<file path="src/tcw_pkg.sv">
// Shared types and constants of the text console writer.
// Depends on nothing; every other file of the block imports it.
`default_nettype none

package tcw_pkg;

	// Field widths of the request and response items.
	localparam int CHAR_W     = 8;
	localparam int COLOR_W    = 4;
	localparam int IN_ADDR_W  = 11;
	localparam int OUT_ROW_W  = 5;
	localparam int OUT_COL_W  = 7;
	localparam int OUT_POS_W  = 11;
	localparam int CELL_W     = CHAR_W + 2 * COLOR_W;

	// Configuration port.
	localparam int APB_ADDR_W = 3;
	localparam int APB_DATA_W = 32;
	localparam logic REG_FG   = 1'b0;
	localparam logic REG_BG   = 1'b1;
	localparam logic [COLOR_W-1:0] FG_RESET = 4'd15;
	localparam logic [COLOR_W-1:0] BG_RESET = 4'd0;

	// Request command codes.
	localparam logic CMD_WRITE = 1'b0;
	localparam logic CMD_READ  = 1'b1;

	// Character codes with special meaning.
	localparam logic [CHAR_W-1:0] NEWLINE_CODE = 8'd10;
	localparam logic [CHAR_W-1:0] SPACE_CODE   = 8'd32;

	// Commands from the controller to the datapath.
	typedef struct packed {
		logic take;         // request channel is ready
		logic exec;         // apply the captured request
		logic sweep_en;     // write one cell of a sweep this cycle
		logic sweep_clear;  // sweep is the post-reset clear, else a row erase
		logic finish;       // load the response register
	} tcw_cmd_t;

	// Status from the datapath to the controller.
	typedef struct packed {
		logic req_valid;
		logic is_read;
		logic need_scroll;
		logic sweep_last;
		logic out_free;
	} tcw_stat_t;

endpackage

`default_nettype wire

</file>
<file path="src/tcw_ctrl.sv">
// Controller of the text console writer: sequences clear, execute, row erase
// and response load. Depends on tcw_pkg for the command and status structs.
`default_nettype none

module tcw_ctrl (
	input  wire logic              clk,
	input  wire logic              arst_n,
	input  wire tcw_pkg::tcw_stat_t stat,
	output tcw_pkg::tcw_cmd_t       cmd
);
	import tcw_pkg::*;

	typedef enum logic [2:0] {
		ST_CLEAR,
		ST_IDLE,
		ST_EXEC,
		ST_SCROLL,
		ST_FINISH
	} state_t;

	state_t state_q;

	always_ff @(posedge clk or negedge arst_n) begin
		if (!arst_n) begin
			state_q <= ST_CLEAR;
		end else begin
			case (state_q)
				ST_CLEAR: begin
					if (stat.sweep_last) state_q <= ST_IDLE;
				end
				ST_IDLE: begin
					if (stat.req_valid) state_q <= ST_EXEC;
				end
				ST_EXEC: begin
					if (stat.is_read) state_q <= ST_FINISH;
					else if (stat.need_scroll) state_q <= ST_SCROLL;
					else if (stat.out_free) state_q <= ST_IDLE;
					else state_q <= ST_FINISH;
				end
				ST_SCROLL: begin
					if (stat.sweep_last) state_q <= ST_FINISH;
				end
				ST_FINISH: begin
					if (stat.out_free) state_q <= ST_IDLE;
				end
				default: begin
					state_q <= ST_IDLE;
				end
			endcase
		end
	end

	always_comb begin
		cmd = '0;
		case (state_q)
			ST_CLEAR: begin
				cmd.sweep_en    = 1'b1;
				cmd.sweep_clear = 1'b1;
			end
			ST_IDLE: begin
				cmd.take = 1'b1;
			end
			ST_EXEC: begin
				cmd.exec = 1'b1;
				// A write that needs no scroll reports in the same cycle when the response register is free.
				cmd.finish = !stat.is_read && !stat.need_scroll && stat.out_free;
			end
			ST_SCROLL: begin
				cmd.sweep_en = 1'b1;
			end
			ST_FINISH: begin
				cmd.finish = stat.out_free;
			end
			default: begin
				cmd = '0;
			end
		endcase
	end

endmodule

`default_nettype wire

</file>
<file path="config.mk">
export PLATFORM = sky130hd
export DESIGN_NAME = tcw_ctrl
export DESIGN_NICKNAME = d
export VERILOG_FILES = /design/src/tcw_pkg.sv /design/src/tcw_ctrl.sv
export SDC_FILE = /design/constraint.sdc
export NUM_CORES = 1
export LEC_CHECK = 0
export BUFFER_PORTS_ARGS = -buffer_cell sky130_fd_sc_hd__buf_4
export CORE_AREA = 4 4 41 43
export CTS_BUF_LIST = sky130_fd_sc_hd__clkbuf_8 sky130_fd_sc_hd__clkbuf_16
export DETAILED_ROUTE_END_ITERATION = 8
export DIE_AREA = 0 0 45 47
export HOLD_SLACK_MARGIN = 0.03
export SETUP_SLACK_MARGIN = 0.4
export SYNTH_ARGS = -nofsm -noshare
export SYNTH_HDL_FRONTEND = slang
export SYNTH_SLANG_ARGS = --single-unit
</file>
<file path="constraint.sdc">
create_clock -name clk -period 2.2 [get_ports clk]
set_input_delay 0.66 -clock clk [delete_from_list [all_inputs] [get_ports clk]]
set_output_delay 0.66 -clock clk [all_outputs]
set_load 0.005 [all_outputs]
</file>
==> reports/qor.yml, run 1 <==
multiInputGateArea_um2: 231.5
clk_latency_ns: 0.22
post-dp-hpwl_um: 461
cts_buffers: 3
critPathArrivalTime_ns: 1.18
rrSetupSlack_ns: 0.66
max_slew.worst_pin.slew_ns: 0.2954
clkPwrFrac_pct: 19.8
n_antenna_cell: 0
num-nets-final: 61
syn_nets: 36
slew_viol_final: 0
syn_area_per_cell_um2: 9.319
antenna_found_initial: 0
relSlewSlack_pct: 80.25
gp_congestion: 0.6624
synthTopCellsByArea: "dfrtp_1, nor2b_2, a21oi_1"
fin_crit_sh_pct: 83.85
fmax_mhz: 542.1
cts_tree: "built"
synth_area_um2: 270.3
synth_area_leader_cell: "dfrtp_1"
critPathMaxStageDelay_ns: 0.15
regMostFlops: "state_q"
reg_top3: "state_q (3)"
p_int_uw: 521.8
critical_path_class: "in2out"
drc_errors: 0
post-place-cells: 55
routed_wl_um: 764
final_common_cell: "buf_4"
chipWidth_um: 45
cts_buffer_depth: 2
holdWs_ns: 0.2241
seq_area_um2: 77.57
fill_cells: 145
fin_tns_setup_ns: 0
drive_gt1_share_pct: 71.70
core_um2: 1301
cts-root-buf: "clkbuf_8"
cts.sinks: 3
layoutNonFillerInstCount: 68
finalWorstSetupSlack_ns: 0.3552
rr_endpoint: "state_q[0]"
ir_drop_v: 0.0007458
fin_area_um2: 541.8
grt_pass1_wl_mm: 1.193
wire_per_inst_um: 11.24
reg2reg_from: "state_q[1]"
largest_reg_flops: 3
cts_max_level: 1
pre_cts_ws_ns: 0.2567
critPathTopFamily: "simple AND/OR/NAND/NOR gates"
cp.required_ns: 1.54
rsz0062_at_grt: "yes"
end_kind: "primary output"
clkTransAtPathRegs_ns: 0.03
drt_iter0_drc: 5
dr_total_vias: 310
status: "completed"
finalHoldViolCount: 0
p_sw_share_pct: 33.67
fp.dieH_um: 47
hold_class: "in2async"
path_max_fanout: 2
firstDrtPassIters: 2
setup_violations: 0
synthCells: 29
final_util_pct: 41.63
dieArea_um2: 2115
pwr-share-comb_pct: 62.8
num_rows: 13
fin_total_pwr_uw: 786.6
fin_worst_skew_ns: 0.001856
path_buf_inv: 2
ctsHoldBuffers: 0
ys_ff_latch: 3
mostFrequentLayoutCells: "buf_4, nor2b_4, clkbuf_8, buf_6"
seq_area_frac_synth_pct: 27.78
power_density_nw_per_um2: 1452
syn2layout_area_growth_pct: 100.5
slowest_stage: "nor3b_2"
r2r_cells: 5
fin_crit_ns: 1.845
yosysWarningCount: 0
routed_via_density: 4.559
drtAntennaViolNets: 0
place.port_buffers: 11
p_leak_nw: 0.2555
groute.usage.overall_pct: 8.558
initial_core_util_pct: 20.77
grt_pass1_vias: 270
io-pin-count: 12
yosys.area.top_type_share_pct: 27.78
crit_path_start_kind: "primary input"
path_cells: "buf_6 > nor2_4 > a21oi_2 > nor3b_2 > buf_4"
dpl-instance-area_um2: 374.1
synthDistinctLibCells: 20
power.switching_uw: 264.8
share_seq_of_total_power_pct: 17.3
grt_overflow_total: 0
maxCapViolCount: 0
grt_max_degree: 14
-- synthesized netlist by cell type --
cell type / instances
dfrtp_1: 3
nor4b_2: 1
nor3b_1: 2
nor2b_2: 2
o21bai_1: 1
buf_2: 1
o21a_1: 1
and2_1: 1
a221oi_2: 1
nand3b_1: 1
nor2_1: 3
xor2_1: 1
nor2b_1: 2
mux2_4: 1
mux2i_1: 1
a21oi_1: 3
a21o_1: 1
and2b_2: 1
o21ai_0: 1
nor3_1: 1
-- worst max-delay path by stage --
stage / from / end / slack, ns / depth (start not counted)
floorplan: stat[2] / cmd[0] / 0.52 / 3
finish: stat[3] / cmd[0] / 0.36 / 5
CTS: stat[3] / cmd[0] / 0.29 / 5
global route: stat[3] / cmd[0] / 0.32 / 5
detailed placement: stat[2] / cmd[0] / 0.26 / 5
global placement: stat[2] / cmd[0] / 0.26 / 5
-- what timing repair did --
| item | in CTS | in global routing |
|---|---|---|
| setup buffers | 4 | 5 |
| endpoints found under the setup margin | 3 | 5 |
| gates resized for setup | 7 | 7 |
| pin swaps | 3 | 2 |
-- metal layers --
metal  up-vias  global-route usage [%]  share of wire, %
met2         8                   12.15                53
met1       145                   9.404                37
li1        154                       -                 -
met3         3                   3.448               6.4
met4         0                   8.772               3.3
met5         -                       0                 0
-- cell type report --
class	instances	area share, %
clock buffers	3	7.621
clock inverters	1	0.6928
multi-input cells	25	42.73
flip-flops and latches	3	14.32
well taps	15	3.464
repair buffers	21	31.18
-- kinds of logic after synthesis --
logic type	after synthesis	synth area share [%]
AND/OR/NAND/NOR	14	36.57
AO/OA/AOI/OAI	8	21.29
flip-flops	3	27.78
multiplexers	2	9.258
XOR/XNOR	1	3.241
buffers and inverters	1	1.850
-- power by group through the flow --
stage	Clock [mW]	Combinational (mW)	Sequential, mW
2_1_floorplan	0	0.220	0.115
3_3_place_gp	0	0.329	0.133
3_5_place_dp	0	0.332	0.135
4_1_cts	0.161	0.387	0.138
5_1_grt	0.170	0.535	0.143
6_report	0.156	0.494	0.136
Power figures use the tool's default switching activity.
==> run 2: changes to the inputs <==
- clock period: 2.2 -> 1.5 ns (I/O delays scaled with it)
==> run 2 against run 1 <==
- the run now ends with negative setup slack left
- global-route usage down 0.24 points
- sequential share of layout area decreased by 0.097 points
- clock power up 44%
- die area unchanged
- largest cell class unchanged
==> reports/qor.yml, run 2 (synthesis gave the netlist of run 1 again) <==
path_cells: "nor2b_4 > a21oi_2 > nor3b_2 > buf_4"
clk_latency_ns: 0.21  # about the same
groute.usage.overall_pct: 8.314  # -0.24 points
num-nets-final: 62  # +1.6%
cp.required_ns: 1.05  # -0.49 ns
dieArea_um2: 2115  # unchanged
crit_path_start_kind: "register"
mostFrequentLayoutCells: "buf_4, clkbuf_8, buf_6, dfrtp_2"
finalHoldViolCount: 0  # unchanged
wire_per_inst_um: 11.49  # +2.3%
n_antenna_cell: 0  # unchanged
setup_violations: 6  # +6
end_kind: "primary output"
core_um2: 1301  # unchanged
firstDrtPassIters: 1  # -1
slowest_stage: "dfrtp_2"
drt_iter0_drc: 0  # -5
antenna_found_initial: 0  # unchanged
critPathMaxStageDelay_ns: 0.46  # +0.31 ns
grt_overflow_total: 0  # unchanged
cts.sinks: 3  # unchanged
chipWidth_um: 45  # unchanged
critPathArrivalTime_ns: 1.15  # -0.03 ns
routed_wl_um: 793  # +3.8%
critical_path_class: "reg2out"
relSlewSlack_pct: 77.68  # -2.6 points
p_leak_nw: 0.2607  # +2.0%
io-pin-count: 12  # unchanged
num_rows: 13  # unchanged
power_density_nw_per_um2: 2127  # +46%
syn2layout_area_growth_pct: 105.1
grt_pass1_vias: 318  # +18%
fin_total_pwr_mw: 1.179  # +50%
maxCapViolCount: 0  # unchanged
routed_via_density: 4.493  # -1.4%
cts-root-buf: "clkbuf_8"
holdWs_ns: 0.5352  # +0.3111 ns
reg_top3: "state_q (3)"
status: "finished with violations"
max_slew.worst_pin.slew_ns: 0.3339  # +0.03844 ns
grt_max_degree: 8  # -6
gp_congestion: 0.6609  # -0.23%
initial_core_util_pct: 20.77  # unchanged
cts_tree: "built"
fill_cells: 145  # unchanged
fin_crit_sh_pct: 106.5
hold_class: "in2reg"
fin_worst_skew_ns: 0.001720  # -0.0001354 ns
path_max_fanout: 7  # +5
drc_errors: 0  # unchanged
finalWorstSetupSlack_ns: -0.09696  # -0.4522 ns
final_util_pct: 42.60  # +0.96 points
fp.dieH_um: 47  # unchanged
hold_start: "stat[4]"
cts_buffers: 3  # unchanged
slew_viol_final: 0  # unchanged
cts_max_level: 1  # unchanged
rsz0062_at_grt: "yes"
startpoint: "state_q[2]"
largest_reg_flops: 3  # unchanged
final_common_cell: "buf_4"
violations: "negative setup slack"
pre_cts_ws_ns: -0.005535  # -0.2622 ns
grt_pass1_wl_mm: 1.311  # +9.9%
drive_gt1_share_pct: 74.07  # +2.4 points
clkTransAtPathRegs_ns: 0.03  # about the same
reg2reg_from: "state_q[1]"
place.port_buffers: 11  # unchanged
post-dp-hpwl_um: 512.3  # +11%
drtAntennaViolNets: 0  # unchanged
dr_total_vias: 310  # unchanged
ir_drop_v: 0.0007213  # -3.3%
fin_crit_ns: 1.597
regMostFlops: "state_q"
fmax_mhz: 626.2
cts_buffer_depth: 2  # unchanged
[run 2: metal layers]
| metal | GRT usage [%] | up-vias | routed length, µm |
|---|---|---|---|
| met5 | 0 | - | 0 |
| li1 | - | 153 | - |
| met3 | 2.682 | 0 | 41 |
| met2 | 16.10 | 5 | 445 |
| met4 | 1.754 | 0 | 0 |
| met1 | 8.696 | 152 | 306 |
[run 2: stage by stage]
| stage | TNS (ns) | cells | cell area [µm²] |
|---|---|---|---|
| finish | -0.3470 | 69 | 554.3 |
| global route | -0.6560 | 69 | 554.3 |
| CTS | -0.3246 | 69 | 539.3 |
| detailed placement | -0.005535 | 58 | 415.4 |
| global placement | 0 | 58 | 415.4 |
| floorplan | 0 | 29 | 291.5 |
[run 2: layout make-up]
cell class	count	area (µm²)	area share [%]
flip-flops and latches	3	78.83	14.22
multi-input cells	25	232.7	41.99
well taps	15	18.77	3.386
clock inverters	1	3.754	0.6772
clock buffers	3	41.29	7.449
repair buffers	22	178.9	32.28
[run 2: path summary, 6_finish.rpt]
kind                              end  slack, ns  cells after the start
max                            cmd[0]       -0.1                      4
min                        state_q[1]       0.54                      3
max in group asynchronous  state_q[2]       0.83                      2
min in group asynchronous  state_q[0]       0.57                      2
max reg2reg                state_q[0]      -0.01                      4
min reg2reg                state_q[1]       0.55                      1
[run 2: timing repair]
action                                  in CTS  in global routing
hold endpoints to repair                     3                  0
setup buffers                                6                  0
hold buffers                                 1                  0
endpoints found under the setup margin       8                  8
resized for setup                            7                  4
pin swaps                                    3                  2
[run 2: report_power, final]
group          internal (mW)  switching (mW)  leakage (nW)
Clock                  0.174          0.0497        0.0269
Combinational          0.479           0.278         0.200
Sequential             0.127          0.0716        0.0343
[run 2: critical path: cells and delay by family (launching register included)]
| kind | cells | cell delay (ns) |
|---|---|---|
| flip-flops | 1 | 0.46 |
| AND/OR/NAND/NOR | 2 | 0.29 |
| buffers and inverters | 1 | 0.13 |
| AO/OA/AOI/OAI | 1 | 0.06 |
==> run 3: changes to the inputs <==
- PLACE_DENSITY: default -> 0.39
==> run 3 against run 2 <==
- the run still ends with negative setup slack left
- total power rose by 7.4%
- critical path depth fell by 1
- register-to-register slack got worse by 0.07 ns
- die area did not move
- largest cell class unchanged
- first-iteration DRC count did not move
- largest power group unchanged
- via count fell by 0.97%
==> reports/qor.yml, run 3 (synthesis gave the netlist of run 1 again) <==
fin_worst_skew_ns: 0.001225  # -0.0004959 ns
violations: "negative setup slack"
path_max_fanout: 7  # unchanged
ir_drop_v: 0.001027  # +42%
routed_via_density: 4.449  # -0.97%
reg_top3: "state_q (3)"
critPathTopFamily: "flip-flops"
p_leak_nw: 0.2660  # +2.0%
core_um2: 1301  # unchanged
fill_cells: 141  # -2.8%
grt_pass1_wl_mm: 1.380  # +5.3%
drive_gt1_share_pct: 70.37  # -3.7 points
cts_tree: "built"
num_rows: 13  # unchanged
slew_viol_final: 0  # unchanged
grt_util_met3_pct: 2.682  # unchanged
setup_violations: 6  # unchanged
r2r_cells: 5  # +1
p_sw_share_pct: 34.15  # +0.24 points
path_cells: "nor2_1 > and2_1 > buf_4"
drtAntennaViolNets: 0  # unchanged
top_usage_layer: "met2"
mostFrequentLayoutCells: "buf_4, buf_6, nor2_1, clkbuf_8, dfrtp_2"
fin_tns_setup_ns: -0.4642  # -0.1172 ns
dieArea_um2: 2115  # unchanged
dr_total_vias: 307  # -0.97%
gp_congestion: 0.6888  # +4.2%
fin_total_pwr_mw: 1.266  # +7.4%
dpl-instance-area_um2: 400.4  # -3.6%
chipWidth_um: 45  # unchanged
power_density_nw_per_um2: 2219  # +4.3%
fmax_mhz: 616.4  # -1.6%
n_antenna_cell: 0  # unchanged
cts_max_level: 1  # unchanged
path_buf_inv: 1  # unchanged
regMostFlops: "state_q"
multiInputGateArea_um2: 241.5  # +3.8%
relSlewSlack_pct: 78.41  # +0.73 points
crit_path_start_kind: "register"
cts_buffer_depth: 2  # unchanged
critical_path_class: "reg2out"
groute.usage.overall_pct: 8.933  # +0.62 points
final_common_cell: "buf_4"
finalWorstSetupSlack_ns: -0.1222  # -0.02525 ns
syn2layout_area_growth_pct: 111.1
finalHoldViolCount: 0  # unchanged
cts-root-buf: "clkbuf_8"
cts_buffers: 3  # unchanged
holdWs_ns: 0.5564  # +0.02120 ns
place.port_buffers: 11  # unchanged
hold_class: "in2async"
grtUsageMet1_pct: 9.567  # +0.87 points
post-dp-hpwl_um: 547.1  # +6.8%
status: "finished with violations"
drt_iter0_drc: 0  # unchanged
cp.required_ns: 1.05  # about the same
antenna_found_initial: 0  # unchanged
cts.sinks: 3  # unchanged
firstDrtPassIters: 1  # unchanged
io-pin-count: 12  # unchanged
p_int_uw: 833.6  # +7.0%
grt_overflow_total: 0  # unchanged
fin_area_um2: 570.5  # +2.9%
routed_wl_um: 861  # +8.6%
grt_pass1_vias: 340  # +6.9%
fin_crit_sh_pct: 108.1  # +1.7 points
end_kind: "primary output"
largest_reg_flops: 3  # unchanged
clkPwrFrac_pct: 17.7  # -1.3 points
slowest_stage: "dfrtp_2"
clk_latency_ns: 0.21  # about the same
critPathArrivalTime_ns: 1.17  # +0.02 ns
power.switching_uw: 432.2  # +8.1%
pwr-share-comb_pct: 67.0  # +2.8 points
fin_crit_ns: 1.622  # +0.02525 ns
pre_cts_ws_ns: -0.02092  # -0.01538 ns
drc_errors: 0  # unchanged
cp.depth: 3  # -1
share_seq_of_total_power_pct: 15.3  # -1.5 points
rsz0062_at_grt: "yes"
initial_core_util_pct: 20.77  # unchanged
clkTransAtPathRegs_ns: 0.03  # about the same
critPathMaxStageDelay_ns: 0.45  # about the same
grt_max_degree: 8  # unchanged
max_slew.worst_pin.slew_ns: 0.3225  # -0.01142 ns
seq_area_um2: 78.83  # unchanged
fp.dieH_um: 47  # unchanged
num-nets-final: 62  # unchanged
wire_per_inst_um: 12.48  # +8.6%
maxCapViolCount: 0  # unchanged
met2_usage_pct: 14.41  # -1.7 points
-- run 3: cell counts in the layout (fill, tap and decap cells not counted) --
Identical to the previous run, type by type.
-- run 3: final cells by class --
| type | count | area share [%] |
|---|---|---|
| clock buffer | 3 | 7.237 |
| clock inverter | 1 | 0.6579 |
| multi-input combinational | 25 | 42.32 |
| sequential | 3 | 13.82 |
| tap | 15 | 3.289 |
| timing repair buffer | 22 | 32.68 |
-- run 3: power groups by stage --
stage	Combinational (mW)	Clock (mW)	Sequential, mW
floorplan	0.358	0	0.179
global placement	0.535	0	0.212
detailed placement	0.542	0	0.214
CTS	0.747	0.231	0.191
global route	0.923	0.245	0.203
finish	0.849	0.224	0.193
-- run 3: stage by stage --
stage / utilization, % / instances
CTS: 40.77 / 68
detailed placement: 30.77 / 56
global placement: 30.77 / 56
finish: 43.85 / 69
floorplan: - / 29
global route: 43.85 / 69
-- run 3: worst paths after layout --
| check | slack [ns] | start | end |
|---|---|---|---|
| worst min register to register | 0.57 | state_q[2] | state_q[1] |
| min in group clk | 0.56 | stat[4] | state_q[1] |
| worst min-delay path | 0.56 | arst_n | state_q[1] |
| worst max-delay path | -0.12 | state_q[2] | cmd[4] |
| max in group asynchronous | 0.83 | arst_n | state_q[0] |
| worst max register to register | -0.08 | state_q[1] | state_q[0] |
-- run 3: routing by layer --
metal	routed length, µm	up-vias
met5	0	-
met4	22	0
met3	83	2
met2	429	11
met1	326	141
li1	-	153
-- run 3: worst register-to-register path: cells and delay by family (launching register included) --
family                 cells  cell delay, ns
flip-flops                 1            0.44
multiplexers               1            0.33
AO/OA/AOI/OAI              1            0.29
AND/OR/NAND/NOR            1            0.15
buffers and inverters      2            0.24
-- run 3: repair_timing --
action	4_1_cts	5_1_grt
setup buffers	7	1
hold buffers	1	0
endpoints found under the setup margin	8	8
gates resized for setup	7	5
endpoints found under the hold margin	3	0
pin swaps	5	3
cloned	0	0
